==> src/rtl/ptdc_pkg.sv <==
// Package for the periodic tick deadline block: field widths, register
// indexes and reset values, and the structs passed between its modules.
// No dependencies.
package ptdc_pkg;

   localparam int NOW_W      = 64;
   localparam int PERIOD_W   = 32;
   localparam int CPU_W      = 12;
   localparam int CNT_W      = 16;
   localparam int CSR_IDX_W  = 2;
   localparam int CSR_DATA_W = 32;

   // Register indexes on the configuration channel.
   localparam logic [CSR_IDX_W-1:0] CSR_TICK_PERIOD   = 2'd0;
   localparam logic [CSR_IDX_W-1:0] CSR_CPU_INDEX     = 2'd1;
   localparam logic [CSR_IDX_W-1:0] CSR_IS_TIMEKEEPER = 2'd2;

   localparam logic [PERIOD_W-1:0] PERIOD_RESET     = 32'd1000000;
   localparam logic [CPU_W-1:0]    CPU_RESET        = 12'd0;
   localparam logic                TIMEKEEPER_RESET = 1'b1;

   // Request function codes.
   localparam logic FUNC_ARM = 1'b0;

   // Saturation limit for the elapsed tick count.
   localparam longint unsigned TICK_COUNT_MAX = 65535;
   localparam logic [CNT_W-1:0] TICK_CAP =
      (TICK_COUNT_MAX > 65535) ? 16'hFFFF : 16'(TICK_COUNT_MAX);

   // Shared divider: quotient bits retired per cycle.
   localparam int DIV_STEP  = 4;
   localparam int DIV_ITERS = NOW_W / DIV_STEP;
   localparam int DIV_CNT_W = $clog2(DIV_ITERS);

   typedef struct packed {
      logic [PERIOD_W-1:0] tick_period;
      logic [CPU_W-1:0]    cpu_index;
      logic                is_timekeeper;
   } cfg_type;

   typedef struct packed {
      logic                start;
      logic [NOW_W-1:0]    dividend;
      logic [PERIOD_W-1:0] divisor;
   } div_req_type;

   typedef struct packed {
      logic                done;
      logic [NOW_W-1:0]    quotient;
      logic [PERIOD_W-1:0] remainder;
   } div_rsp_type;

endpackage

==> src/rtl/ptdc_if.sv <==
// Channel interfaces of the periodic tick deadline block: request, response
// and configuration write. Depends on ptdc_pkg.
interface ptdc_req_if import ptdc_pkg::*; ();
   logic             valid;
   logic             ready;
   logic             func;
   logic [NOW_W-1:0] now;

   modport source (output valid, output func, output now, input ready);
   modport sink (input valid, input func, input now, output ready);
endinterface

interface ptdc_rsp_if import ptdc_pkg::*; ();
   logic             valid;
   logic             ready;
   logic [NOW_W-1:0] compare_value;
   logic [CNT_W-1:0] ticks_elapsed;
   logic [CNT_W-1:0] wall_ticks;
   logic             early_tick;

   modport source (output valid, output compare_value, output ticks_elapsed,
                   output wall_ticks, output early_tick, input ready);
   modport sink (input valid, input compare_value, input ticks_elapsed,
                 input wall_ticks, input early_tick, output ready);
endinterface

interface ptdc_csr_if import ptdc_pkg::*; ();
   logic                  valid;
   logic                  ready;
   logic [CSR_IDX_W-1:0]  index;
   logic [CSR_DATA_W-1:0] wdata;

   modport source (output valid, output index, output wdata, input ready);
   modport sink (input valid, input index, input wdata, output ready);
endinterface

==> src/rtl/periodic_tick_deadline_catchup_core.sv <==
// Top level of the periodic tick deadline block: sequencer, deadline state
// and response register. Depends on ptdc_pkg, ptdc_if, ptdc_csr, ptdc_div.
//
// Usage
//  req_chan carries one transaction per timer event: func selects arm or tick,
//  now is the cycle counter sampled for that event. rsp_chan returns exactly
//  one result per request: the new compare value, the elapsed tick count,
//  the wall tick count and the early flag. csr_chan writes tick_period,
//  cpu_index and is_timekeeper; it is always ready and should only be used
//  while no request is in flight.
//  Timing: one request is processed at a time. An arm passes through the
//  multiply, shift and sum states before its result is registered. A tick
//  needs no division when no period was missed and the compare value needs
//  no push; each catch-up or push that needs a division uses the shared
//  divider (4 quotient bits per cycle over 64 bits). The next request is
//  accepted once the result is registered and the sequencer is back in idle.
//  Reset: the deadline clears to zero, registers take their reset values
//  and no response is pending. If the receiver stalls, the finished result
//  waits in the response register and the next request is accepted; its
//  result then waits in the sequencer until the register is freed.
module periodic_tick_deadline_catchup_core import ptdc_pkg::*; (
   input  logic       clock,
   input  logic       reset,
   ptdc_req_if.sink   req_chan,
   ptdc_rsp_if.source rsp_chan,
   ptdc_csr_if.sink   csr_chan
);

   localparam logic [3:0] ST_IDLE      = 4'd0;
   localparam logic [3:0] ST_ARM_MUL   = 4'd1;
   localparam logic [3:0] ST_ARM_SHIFT = 4'd2;
   localparam logic [3:0] ST_ARM_SUM   = 4'd3;
   localparam logic [3:0] ST_TICK_DIST = 4'd4;
   localparam logic [3:0] ST_TICK_DIV  = 4'd5;
   localparam logic [3:0] ST_PUSH_LIM  = 4'd6;
   localparam logic [3:0] ST_PUSH_CHK  = 4'd7;
   localparam logic [3:0] ST_PUSH_DIV  = 4'd8;
   localparam logic [3:0] ST_RESULT    = 4'd9;

   cfg_type     cfg;
   div_req_type div_req;
   div_rsp_type div_rsp;

   logic [3:0]          state_ff, state_in;
   logic [NOW_W-1:0]    now_ff, now_in;
   logic [NOW_W-1:0]    nd_ff, nd_in;
   logic [43:0]         prod_ff, prod_in;
   logic [PERIOD_W-1:0] stagger_ff, stagger_in;
   logic [NOW_W-1:0]    lim_ff, lim_in;
   logic [NOW_W-1:0]    cmp_ff, cmp_in;
   logic [CNT_W-1:0]    cnt_ff, cnt_in;
   logic                early_ff, early_in;
   logic                rsp_valid_ff, rsp_valid_in;
   logic [NOW_W-1:0]    rsp_cmp_ff, rsp_cmp_in;
   logic [CNT_W-1:0]    rsp_cnt_ff, rsp_cnt_in;
   logic [CNT_W-1:0]    rsp_wall_ff, rsp_wall_in;
   logic                rsp_early_ff, rsp_early_in;

   logic [PERIOD_W-1:0] pe;
   logic [NOW_W-1:0]    pe_w;
   logic [3:0]          msb;
   logic [CPU_W-1:0]    cpu_low;
   logic [CPU_W-1:0]    odd;
   logic [43:0]         shifted;
   logic                req_acc;
   logic                rsp_free;

   ptdc_csr u_csr (
      .clock    (clock),
      .reset    (reset),
      .csr_chan (csr_chan),
      .cfg      (cfg)
   );

   ptdc_div u_div (
      .clock (clock),
      .reset (reset),
      .req   (div_req),
      .rsp   (div_rsp)
   );

   // A zero period behaves as a period of one.
   assign pe   = (cfg.tick_period == '0) ? PERIOD_W'(1) : cfg.tick_period;
   assign pe_w = {{(NOW_W-PERIOD_W){1'b0}}, pe};

   // Stagger: hi is the top set bit of the CPU index; the odd factor is
   // 2*(cpu-hi)+1, and dividing by 2*hi is a right shift by msb+1.
   always_comb begin
      msb = 4'd0;
      for (int i = 0; i < CPU_W; i++) begin
         if (cfg.cpu_index[i]) begin
            msb = 4'(i);
         end
      end
   end

   assign cpu_low = cfg.cpu_index & ~(CPU_W'(1) << msb);
   assign odd     = {cpu_low[CPU_W-2:0], 1'b1};
   assign shifted = prod_ff >> (msb + 4'd1);

   assign req_acc        = req_chan.valid && req_chan.ready;
   assign req_chan.ready = (state_ff == ST_IDLE);
   assign rsp_free       = !rsp_valid_ff || rsp_chan.ready;

   always_comb begin
      logic [NOW_W-1:0] y;
      logic [NOW_W-1:0] d;
      logic [NOW_W-1:0] k;
      state_in     = state_ff;
      now_in       = now_ff;
      nd_in        = nd_ff;
      prod_in      = prod_ff;
      stagger_in   = stagger_ff;
      lim_in       = lim_ff;
      cmp_in       = cmp_ff;
      cnt_in       = cnt_ff;
      early_in     = early_ff;
      rsp_valid_in = rsp_valid_ff && !rsp_chan.ready;
      rsp_cmp_in   = rsp_cmp_ff;
      rsp_cnt_in   = rsp_cnt_ff;
      rsp_wall_in  = rsp_wall_ff;
      rsp_early_in = rsp_early_ff;
      div_req      = '0;
      y            = now_ff - nd_ff - pe_w;
      d            = lim_ff - nd_ff;
      k            = div_rsp.quotient + NOW_W'(2);

      case (state_ff)
         ST_IDLE: begin
            if (req_acc) begin
               now_in   = req_chan.now;
               state_in = (req_chan.func == FUNC_ARM) ? ST_ARM_MUL : ST_TICK_DIST;
            end
         end
         ST_ARM_MUL: begin
            prod_in  = {32'd0, odd} * {12'd0, pe};
            state_in = ST_ARM_SHIFT;
         end
         ST_ARM_SHIFT: begin
            stagger_in = (cfg.cpu_index == '0) ? '0 : shifted[PERIOD_W-1:0];
            state_in   = ST_ARM_SUM;
         end
         ST_ARM_SUM: begin
            nd_in    = now_ff + pe_w + {{(NOW_W-PERIOD_W){1'b0}}, stagger_ff};
            cmp_in   = now_ff + pe_w + {{(NOW_W-PERIOD_W){1'b0}}, stagger_ff};
            cnt_in   = '0;
            early_in = 1'b0;
            state_in = ST_RESULT;
         end
         ST_TICK_DIST: begin
            // Early when now is not signed-after the deadline.
            early_in = !((nd_ff - now_ff) >= {1'b1, {(NOW_W-1){1'b0}}});
            if (y[NOW_W-1]) begin
               nd_in    = nd_ff + pe_w;
               cnt_in   = CNT_W'(1);
               state_in = ST_PUSH_LIM;
            end else begin
               div_req.start    = 1'b1;
               div_req.dividend = y;
               div_req.divisor  = pe;
               state_in         = ST_TICK_DIV;
            end
         end
         ST_TICK_DIV: begin
            // k = q + 2 periods; the deadline lands on now + p - r.
            if (div_rsp.done) begin
               nd_in    = now_ff + pe_w - {{(NOW_W-PERIOD_W){1'b0}}, div_rsp.remainder};
               cnt_in   = (k > {{(NOW_W-CNT_W){1'b0}}, TICK_CAP}) ? TICK_CAP : k[CNT_W-1:0];
               state_in = ST_PUSH_LIM;
            end
         end
         ST_PUSH_LIM: begin
            lim_in   = now_ff + {{(NOW_W-PERIOD_W+1){1'b0}}, pe[PERIOD_W-1:1]};
            state_in = ST_PUSH_CHK;
         end
         ST_PUSH_CHK: begin
            if (d[NOW_W-1]) begin
               cmp_in   = nd_ff;
               state_in = ST_RESULT;
            end else begin
               div_req.start    = 1'b1;
               div_req.dividend = d;
               div_req.divisor  = pe;
               state_in         = ST_PUSH_DIV;
            end
         end
         ST_PUSH_DIV: begin
            if (div_rsp.done) begin
               cmp_in   = lim_ff + pe_w - {{(NOW_W-PERIOD_W){1'b0}}, div_rsp.remainder};
               state_in = ST_RESULT;
            end
         end
         ST_RESULT: begin
            if (rsp_free) begin
               rsp_valid_in = 1'b1;
               rsp_cmp_in   = cmp_ff;
               rsp_cnt_in   = cnt_ff;
               rsp_wall_in  = cfg.is_timekeeper ? cnt_ff : '0;
               rsp_early_in = early_ff;
               state_in     = ST_IDLE;
            end
         end
         default: begin
            state_in = ST_IDLE;
         end
      endcase
   end

   always_ff @(posedge clock) begin
      if (reset) begin
         state_ff     <= ST_IDLE;
         nd_ff        <= '0;
         rsp_valid_ff <= 1'b0;
      end else begin
         state_ff     <= state_in;
         nd_ff        <= nd_in;
         rsp_valid_ff <= rsp_valid_in;
      end
   end

   always_ff @(posedge clock) begin
      now_ff       <= now_in;
      prod_ff      <= prod_in;
      stagger_ff   <= stagger_in;
      lim_ff       <= lim_in;
      cmp_ff       <= cmp_in;
      cnt_ff       <= cnt_in;
      early_ff     <= early_in;
      rsp_cmp_ff   <= rsp_cmp_in;
      rsp_cnt_ff   <= rsp_cnt_in;
      rsp_wall_ff  <= rsp_wall_in;
      rsp_early_ff <= rsp_early_in;
   end

   assign rsp_chan.valid         = rsp_valid_ff;
   assign rsp_chan.compare_value = rsp_cmp_ff;
   assign rsp_chan.ticks_elapsed = rsp_cnt_ff;
   assign rsp_chan.wall_ticks    = rsp_wall_ff;
   assign rsp_chan.early_tick    = rsp_early_ff;

`ifndef SYNTHESIS
   a_early_counts: assert property (@(posedge clock) disable iff (reset)
      rsp_valid_ff && rsp_early_ff |-> rsp_cnt_ff != '0)
      else $error("early tick reported with no elapsed periods");

   a_wall_match: assert property (@(posedge clock) disable iff (reset)
      rsp_valid_ff && rsp_wall_ff != '0 |-> rsp_wall_ff == rsp_cnt_ff)
      else $error("wall ticks differ from elapsed ticks");

   a_result_issued: assert property (@(posedge clock) disable iff (reset)
      state_ff == ST_RESULT && !rsp_valid_ff |=> rsp_valid_ff)
      else $error("finished result not moved to the response register");
`endif

endmodule

==> src/rtl/ptdc_csr.sv <==
// Configuration registers of the periodic tick deadline block.
// Depends on ptdc_pkg and ptdc_csr_if.
module ptdc_csr import ptdc_pkg::*; (
   input  logic    clock,
   input  logic    reset,
   ptdc_csr_if.sink csr_chan,
   output cfg_type cfg
);

   cfg_type cfg_ff;
   cfg_type cfg_in;
   logic    wr_en;

   assign csr_chan.ready = 1'b1;
   assign wr_en = csr_chan.valid;

   always_comb begin
      cfg_in = cfg_ff;
      if (wr_en) begin
         case (csr_chan.index)
            CSR_TICK_PERIOD:   cfg_in.tick_period   = csr_chan.wdata[PERIOD_W-1:0];
            CSR_CPU_INDEX:     cfg_in.cpu_index     = csr_chan.wdata[CPU_W-1:0];
            CSR_IS_TIMEKEEPER: cfg_in.is_timekeeper = csr_chan.wdata[0];
            default:           cfg_in = cfg_ff;
         endcase
      end
   end

   always_ff @(posedge clock) begin
      if (reset) begin
         cfg_ff.tick_period   <= PERIOD_RESET;
         cfg_ff.cpu_index     <= CPU_RESET;
         cfg_ff.is_timekeeper <= TIMEKEEPER_RESET;
      end else begin
         cfg_ff <= cfg_in;
      end
   end

   assign cfg = cfg_ff;

endmodule

==> src/rtl/ptdc_div.sv <==
// Shared iterative divider, 64-bit dividend by 32-bit divisor, retiring
// DIV_STEP quotient bits per cycle. Depends on ptdc_pkg.
module ptdc_div import ptdc_pkg::*; (
   input  logic        clock,
   input  logic        reset,
   input  div_req_type req,
   output div_rsp_type rsp
);

   logic                 busy_ff;
   logic                 done_ff;
   logic [DIV_CNT_W-1:0] cnt_ff;
   logic [NOW_W-1:0]     quo_ff;
   logic [PERIOD_W-1:0]  rem_ff;
   logic [PERIOD_W-1:0]  div_ff;
   logic [NOW_W-1:0]     quo_in;
   logic [PERIOD_W-1:0]  rem_in;

   // Restoring division: the dividend shifts out of the top of the quotient
   // register while quotient bits shift in at the bottom.
   always_comb begin
      logic [PERIOD_W:0]   trial;
      logic [NOW_W-1:0]    quo_v;
      logic [PERIOD_W-1:0] rem_v;
      quo_v = quo_ff;
      rem_v = rem_ff;
      for (int i = 0; i < DIV_STEP; i++) begin
         trial = {rem_v, quo_v[NOW_W-1]};
         quo_v = {quo_v[NOW_W-2:0], 1'b0};
         if (trial >= {1'b0, div_ff}) begin
            trial    = trial - {1'b0, div_ff};
            quo_v[0] = 1'b1;
         end
         rem_v = trial[PERIOD_W-1:0];
      end
      quo_in = quo_v;
      rem_in = rem_v;
   end

   always_ff @(posedge clock) begin
      if (reset) begin
         busy_ff <= 1'b0;
         done_ff <= 1'b0;
         cnt_ff  <= '0;
      end else begin
         done_ff <= 1'b0;
         if (req.start) begin
            busy_ff <= 1'b1;
            cnt_ff  <= '0;
         end else if (busy_ff) begin
            cnt_ff <= cnt_ff + 1'b1;
            if (cnt_ff == DIV_CNT_W'(DIV_ITERS - 1)) begin
               busy_ff <= 1'b0;
               done_ff <= 1'b1;
            end
         end
      end
   end

   always_ff @(posedge clock) begin
      if (req.start) begin
         quo_ff <= req.dividend;
         rem_ff <= '0;
         div_ff <= req.divisor;
      end else if (busy_ff) begin
         quo_ff <= quo_in;
         rem_ff <= rem_in;
      end
   end

   assign rsp.done      = done_ff;
   assign rsp.quotient  = quo_ff;
   assign rsp.remainder = rem_ff;

`ifndef SYNTHESIS
   a_done_not_busy: assert property (@(posedge clock) disable iff (reset)
      done_ff |-> !busy_ff) else $error("divider done while still busy");

   a_no_restart: assert property (@(posedge clock) disable iff (reset)
      req.start |-> !busy_ff) else $error("divider started while busy");

   a_rem_bound: assert property (@(posedge clock) disable iff (reset)
      done_ff |-> rem_ff < div_ff) else $error("remainder not below divisor");
`endif

endmodule

==> src/flat_wrapper.sv <==
// flat-port wrapper written by rule: the top's interface ports become plain ports
module periodic_tick_deadline_catchup_core_flat import ptdc_pkg::*;
  (clock, reset, req_chan_valid, req_chan_func, req_chan_now, req_chan_ready, rsp_chan_valid, rsp_chan_compare_value, rsp_chan_ticks_elapsed, rsp_chan_wall_ticks, rsp_chan_early_tick, rsp_chan_ready, csr_chan_valid, csr_chan_index, csr_chan_wdata, csr_chan_ready);
  ptdc_req_if req_chan_i ();
  ptdc_rsp_if rsp_chan_i ();
  ptdc_csr_if csr_chan_i ();
  input  logic clock;
  input  logic reset;
  input wire logic [$bits(req_chan_i.valid)-1:0] req_chan_valid;
  input wire logic [$bits(req_chan_i.func)-1:0] req_chan_func;
  input wire logic [$bits(req_chan_i.now)-1:0] req_chan_now;
  output wire logic [$bits(req_chan_i.ready)-1:0] req_chan_ready;
  output wire logic [$bits(rsp_chan_i.valid)-1:0] rsp_chan_valid;
  output wire logic [$bits(rsp_chan_i.compare_value)-1:0] rsp_chan_compare_value;
  output wire logic [$bits(rsp_chan_i.ticks_elapsed)-1:0] rsp_chan_ticks_elapsed;
  output wire logic [$bits(rsp_chan_i.wall_ticks)-1:0] rsp_chan_wall_ticks;
  output wire logic [$bits(rsp_chan_i.early_tick)-1:0] rsp_chan_early_tick;
  input wire logic [$bits(rsp_chan_i.ready)-1:0] rsp_chan_ready;
  input wire logic [$bits(csr_chan_i.valid)-1:0] csr_chan_valid;
  input wire logic [$bits(csr_chan_i.index)-1:0] csr_chan_index;
  input wire logic [$bits(csr_chan_i.wdata)-1:0] csr_chan_wdata;
  output wire logic [$bits(csr_chan_i.ready)-1:0] csr_chan_ready;
  assign req_chan_i.valid = req_chan_valid;
  assign req_chan_i.func = req_chan_func;
  assign req_chan_i.now = req_chan_now;
  assign req_chan_ready = req_chan_i.ready;
  assign rsp_chan_valid = rsp_chan_i.valid;
  assign rsp_chan_compare_value = rsp_chan_i.compare_value;
  assign rsp_chan_ticks_elapsed = rsp_chan_i.ticks_elapsed;
  assign rsp_chan_wall_ticks = rsp_chan_i.wall_ticks;
  assign rsp_chan_early_tick = rsp_chan_i.early_tick;
  assign rsp_chan_i.ready = rsp_chan_ready;
  assign csr_chan_i.valid = csr_chan_valid;
  assign csr_chan_i.index = csr_chan_index;
  assign csr_chan_i.wdata = csr_chan_wdata;
  assign csr_chan_ready = csr_chan_i.ready;
  periodic_tick_deadline_catchup_core u_core (.clock(clock), .reset(reset), .req_chan(req_chan_i), .rsp_chan(rsp_chan_i), .csr_chan(csr_chan_i));
endmodule
==> config.mk <==
export PLATFORM = sky130hd
export DESIGN_NAME = periodic_tick_deadline_catchup_core_flat
export DESIGN_NICKNAME = d
export VERILOG_FILES = /design/src/rtl/ptdc_pkg.sv /design/src/rtl/ptdc_if.sv /design/src/rtl/periodic_tick_deadline_catchup_core.sv /design/src/rtl/ptdc_csr.sv /design/src/rtl/ptdc_div.sv /design/src/flat_wrapper.sv
export SDC_FILE = /design/constraint.sdc
export NUM_CORES = 2
export LEC_CHECK = 0
export BUFFER_PORTS_ARGS = -buffer_cell sky130_fd_sc_hd__buf_2
export CAP_MARGIN = 10
export CORE_ASPECT_RATIO = 0.5
export CORE_MARGIN = 2
export CORE_UTILIZATION = 40
export CTS_CLUSTER_DIAMETER = 150
export CTS_CLUSTER_SIZE = 25
export DETAILED_ROUTE_END_ITERATION = 16
export PLACE_DENSITY = 0.51
export SLEW_MARGIN = 20
export SYNTH_ARGS = -nofsm -noshare
export SYNTH_HDL_FRONTEND = slang
export SYNTH_SLANG_ARGS = --single-unit
==> constraint.sdc <==
create_clock -name clock -period 14.31 [get_ports clock]
set_input_delay 0 -clock clock [delete_from_list [all_inputs] [get_ports clock]]
set_output_delay 0 -clock clock [all_outputs]
set_load 0.02 [all_outputs]
; After elaboration in Yosys (flattened, before gate mapping)
; Cells that the tools add are included.
; W data, S select, Z words.
[op_classes]
addsub = 18
multipliers = 1
magnitude_cmp = 6
n_eq_ne = 18
shift = 2
muxes = 50
bitwise_logic = 3
n_reduce_logical = 24
[ops]
columns = operator, count
row1 = $mux W64, 6
row2 = $pmux W64 S3, 2
row3 = $add A64 B32 Y64, 4
row4 = $mux W97, 2
row5 = $pmux W97 S2, 1
row6 = $sub A64 B32 Y64, 3
row7 = $sub A64 B64 Y64, 3
row8 = $mux W32, 5
row9 = $ge A33 B32 Y1, 4
row10 = $sub A32 B32 Y32, 4
row11 = $add A64 B2 Y64 const B, 1
row12 = $add A64 B31 Y64, 1
row13 = $ge A64 B64 Y1 const B, 1
row14 = $gt A64 B16 Y1 const B, 1
row15 = $mux W16, 3
row16 = $pmux W16 S3, 1
row17 = $mul A12 B32 Y44, 1
row18 = $shr A44 B4 Y32, 1
row19 = $pmux W4 S10, 1
row20 = $logic_not A32 Y1, 1
row21 = $mux W4, 8
row22 = $eq A4 B3 Y1 const B, 4
row23 = $mux W3, 5
row24 = $eq A4 B4 Y1 const B, 3
row25 = 27 further kinds, 56
[word_totals]
reg_bits = 630
input_bits = 104
out_inout_bits = 100
wordCells = 145

; Logic depth before layout (Yosys ltp)
[logic_depth]
ltp_word = 15
mapped_depth = 59
ltp_nobuf = 51

; Modules after synthesis
; Synthesis repeated with hierarchy kept, for this count alone.
[hier_totals]
hier_cells = 8448
area_unflattened_um2 = 73091.4
[by_module_without_submodules]
columns = mod, instances, cells_per_inst, area_each_um2, seq_area_each_um2
row1 = periodic_tick_deadline_catchup_core, 1, 6791, 58140.8, 12852.3
row2 = ptdc_div, 1, 1467, 12973.7, 3643.5
row3 = ptdc_csr, 1, 190, 1976.9, 900.9

; Least setup slack after synthesis
; OpenSTA, ideal clock, no wires.
[synth_path]
path_kind = register -> register
start = reg u_core.u_div.div_ff[1]
end = reg u_core.u_div.rem_ff[27]
setup_time_ps = 177
arrival_ps = 11443
setup_slack_ps = 2690
path_stages_with_launch = 55
period_less_slack_ps = 11620
path_cell_list = edfxtp_1 -> inv_1 -> ha_1 -> nor2b_1 -> o31a_1 -> o21ai_0 -> o211ai_1 -> a211oi_1 -> or2_1 -> clkbuf_1 -> clkbuf_1 -> clkbuf_1 -> nor2_1 -> a21oi_1 -> ha_1 -> and4_1 -> and2_1 -> o21ai_0 -> [19 not listed] -> buf_4 -> buf_2 -> mux2_2 -> ha_1 -> a21o_1 -> a21oi_1 -> o21ai_0 -> inv_1 -> o211a_1 -> o21ai_0 -> o211ai_1 -> a41oi_1 -> a211o_1 -> mux2_2 -> buf_2 -> mux2_2 -> mux2i_1 -> nor2_1
[synth_between]
elab_chain_len = 8
[synth_rtl]
columns = item, line_no
row1 = from (decl), ptdc_div.sv:15  ; logic [PERIOD_W-1:0] div_ff;
row2 = from (signal assigned), ptdc_div.sv:64  ; div_ff <= req.divisor;
row3 = $sub A32 B32 Y32 or $ge A33 B32 Y1 (tied branches), "ptdc_div.sv:31, ptdc_div.sv:30"
row4 = $mux W32, ptdc_div.sv:30  ; if (trial >= {1'b0, div_ff}) begin
row5 = $sub A32 B32 Y32 or $ge A33 B32 Y1 (tied branches), "ptdc_div.sv:31, ptdc_div.sv:30"
row6 = $mux W32, ptdc_div.sv:30
row7 = $sub A32 B32 Y32 or $ge A33 B32 Y1 (tied branches), "ptdc_div.sv:31, ptdc_div.sv:30"
row8 = $mux W32, ptdc_div.sv:30
row9 = $sub A32 B32 Y32 or $ge A33 B32 Y1 (tied branches), "ptdc_div.sv:31, ptdc_div.sv:30"
row10 = $mux W32 (*), ptdc_div.sv:30
row11 = to (signal assigned), ptdc_div.sv:67  ; rem_ff <= rem_in;
row12 = to (decl), ptdc_div.sv:14  ; logic [PERIOD_W-1:0] rem_ff;
; Mark *: on every way between the ends. The rest lies on a longest branch, timed or not.
; A chain may end at the register's enable or synchronous reset.

; Worst setup path in the final report
[layout_path]
start = reg u_core.u_div.div_ff[1]
end = reg u_core.u_div.rem_ff[13]
; Same word-level chain as after synthesis.

==> results.json <==
{
  "finalHoldViolations": 0,
  "drt_drc_violations_left": 0,
  "grt_start_max_net_pins": 70,
  "synth_edf_count": 478,
  "grt_first_pass_wirelength_mm": 428,
  "grt_use_total_pct": 31.6,
  "grt.overflow.total": 0,
  "synth.yosys.seq_area_share_pct": 24.2,
  "worst_pin_slew_ns": 1.29,
  "tns_ns": 0,
  "dieHeight_um": 304,
  "worstHoldPathType": "in -> reg",
  "worst-path-buf-inv": 6,
  "post_synth_design_cell_area_mm2": 0.0718,
  "dr_total_vias": 64900,
  "io_buffers": 202,
  "async_flop_share_pct": 0,
  "tritoncts_clock_tree": "yes",
  "drt_pre_antenna_iters": 8,
  "htreeDepth": 1,
  "syn_avg_cell_area_um2": 8.66,
  "max_cap_viol_count": 0,
  "synthesis.nets": 9461,
  "critPathLaunchType": "flop",
  "drt.antenna.violating_nets": 0,
  "clockBufferDepth": 3,
  "wirelength_mm": 295,
  "design.die.area_mm2": 0.183,
  "finalCritPeriodShare_pct": 95.5,
  "worst_slack_ns": 0.648,
  "place.gp.congestion": 1.01,
  "cts.root.buffer_cell": "clkbuf_16",
  "arrival_time_worst_endpoint_ns": 14.27,
  "cp-end-kind": "flop",
  "max_freq_ghz": 0.0732,
  "synthTopCellsByArea": "edfxtp_1, ha_1, fa_1",
  "final_layout_size_suffix_gt1_share_pct": 6.61,
  "synth_top_cells_by_count": "inv_1, nand2_1, ha_1, a21oi_1, nor2_1",
  "antenna_found_initial": 16,
  "io_pins": 204,
  "yosysWarningCount": 0,
  "synth.ff_latch_count": 630,
  "placed_wire_length_estimate_after_detailed_placement_mm": 238,
  "crit_type": "reg -> reg",
  "route.detailed.wl_per_inst_um": 26.9,
  "crit_path_max_fanout": 27,
  "postSynthCellCount": 8289,
  "fp.dieW_um": 603,
  "core_footprint_mm2": 0.177,
  "drt-vias-per-instance": 5.94,
  "clock_latency_on_the_worst_skew_pair_ns": 0.76,
  "slowest_stage": "nor4_1",
  "run_status": "completed",
  "area_growth_pct": 9.80,
  "synth_most_common_cell": "inv_1",
  "number_of_violations_reported_at_the_end_of_detailed_routing_iteration_0": 6886,
  "yosys.area.top_type_share_pct": 20.0,
  "end_of_flow_core_utilization_pct": 44.4,
  "worst_ep_required_time_ns": 14.92,
  "dp_worst_setup_slack_ns": 0.522,
  "cts.reportedPaths.clkPinSlew_ns": 0.13,
  "cell_taking_the_most_area_after_synthesis": "edfxtp_1",
  "placement_rows": 109,
  "critPathTopFamily": "compound AO/OA/AOI/OAI gates",
  "final-setup-viol-count": 0,
  "layout.nets": 9700,
  "drv_slew": 0,
  "number_of_buffers_created_by_cts": 29,
  "critical_path.max_stage_delay_ns": 0.58,
  "synth_ff_type": "edfxtp_1",
  "starting_density_pct": 40.4,
  "layout_min_cycle_time_ns": 13.66,
  "timing.slew.headroom_pct": 13.7,
  "fin_skew_ns": 0.0610,
  "tritoncts_num_sinks": 630,
  "yosys.cell_types.count": 109,
  "first_global_vias": 62500,
  "rsz_0062_raised_after_global_routing": "false",
  "hold_slack_ns": 0.0804
}
-- per-stage QoR --
stage	cell area, um^2	std cells
after floorplan	71800	8289
after global placement	75800	10700
after detailed placement	75800	10700
after CTS	78700	10900
after global routing	78800	10900
final	78800	10900
-- cell families after synthesis --
| group | count (synthesis) | share of synthesized area [%] |
|---|---|---|
| compound gates | 2247 | 20.7 |
| xor+xnor | 596 | 7.28 |
| other cells | 1 | 0.00523 |
| simple gates | 2357 | 15.9 |
| fa+ha+maj | 1068 | 22.8 |
| mux | 180 | 2.61 |
| buf+inv | 1210 | 6.39 |
| flops | 630 | 24.2 |
-- timing repair --
item,CTS,global route
endpoints found under the hold margin,147,0
hold buffers,209,0
gates resized for setup,0,5
endpoints found under the setup margin,0,33
setup buffers,0,2
-- registers in the layout (all words and copies together), names as in the netlist, 44 cells and up --
signal and count:
u_core.cmp_ff 64, u_core.now_ff 64, u_core.u_csr.cfg 45, u_core.u_div.quo_ff 64, u_core.lim_ff 64, u_core.rsp_chan.compare_value 64, u_core.nd_ff 64, u_core.prod_ff 44
-- worst register-to-register path, delay by kind of cell, from the launching register on --
kind / cells / cell delay [ns]
fa+ha+maj: 4 / 1.44
flops: 1 / 0.48
compound gates: 21 / 6.52
buf+inv: 6 / 1.31
mux: 4 / 1.44
simple gates: 10 / 2.35
-- area by class of cell --
class                           instances  area (um^2)
Multi-Input combinational cell       6449        50100
Clock buffer                           52          812
Antenna cell                            1         2.50
Sequential cell                       630        17400
Clock inverter                          2         28.8
Fill cell                           17700        98600
Tap cell                             2386         2990
Inverter                              854         3210
Timing Repair Buffer                  564         4300
-- final timing paths --
kind	to	cells after the start	slack [ns]	from
worst min register to register	u_core.rsp_chan.compare_value[5]$_DFFE_PP_	0	0.40	u_core.cmp_ff[5]$_DFFE_PP_
worst min-delay path	u_core.u_csr.cfg[9]$_SDFFE_PP0P_	4	0.08	csr_chan_wdata[8]
worst max-delay path	u_core.u_div.rem_ff[13]$_SDFFE_PP0P_	45	0.65	u_core.u_div.div_ff[1]$_DFFE_PP_
worst max register to register	u_core.u_div.rem_ff[13]$_SDFFE_PP0P_	45	0.65	u_core.u_div.div_ff[1]$_DFFE_PP_
-- metal layers --
| layer | part of all wire, % | GRT usage, % |
|---|---|---|
| met1 | 46 | 46.6 |
| met2 | 41 | 47.2 |
| met3 | 9.7 | 6.68 |
| met4 | 2.5 | 6.85 |
| met5 | 0.073 | 0.809 |
-- layout by cell type (no fill, tap or decap), types with 71 or more instances in the layout --
cell type	netlist	final
buf_2	23	201
o21a_1	78	78
nand2_1	811	808
ha_1	664	663
fa_1	404	404
inv_1	851	850
mux2i_1	141	141
o21ai_0	416	414
nand4_1	111	111
a21o_1	313	313
nand3_1	159	159
edfxtp_1	478	478
dfxtp_1	152	150
and3_1	90	89
dlygate4sd3_1	0	209
and2_1	153	150
xnor2_1	384	384
a211oi_1	140	139
nor2b_1	76	71
buf_4	5	150
xor2_1	211	211
a21oi_1	595	593
o21bai_1	95	95
o211ai_1	80	80
nor2_1	500	494
nor3_1	152	151
Power is left out: the tool's default activity adds up to more than one toggle a clock period on the data nets, which glitch-free logic cannot reach.
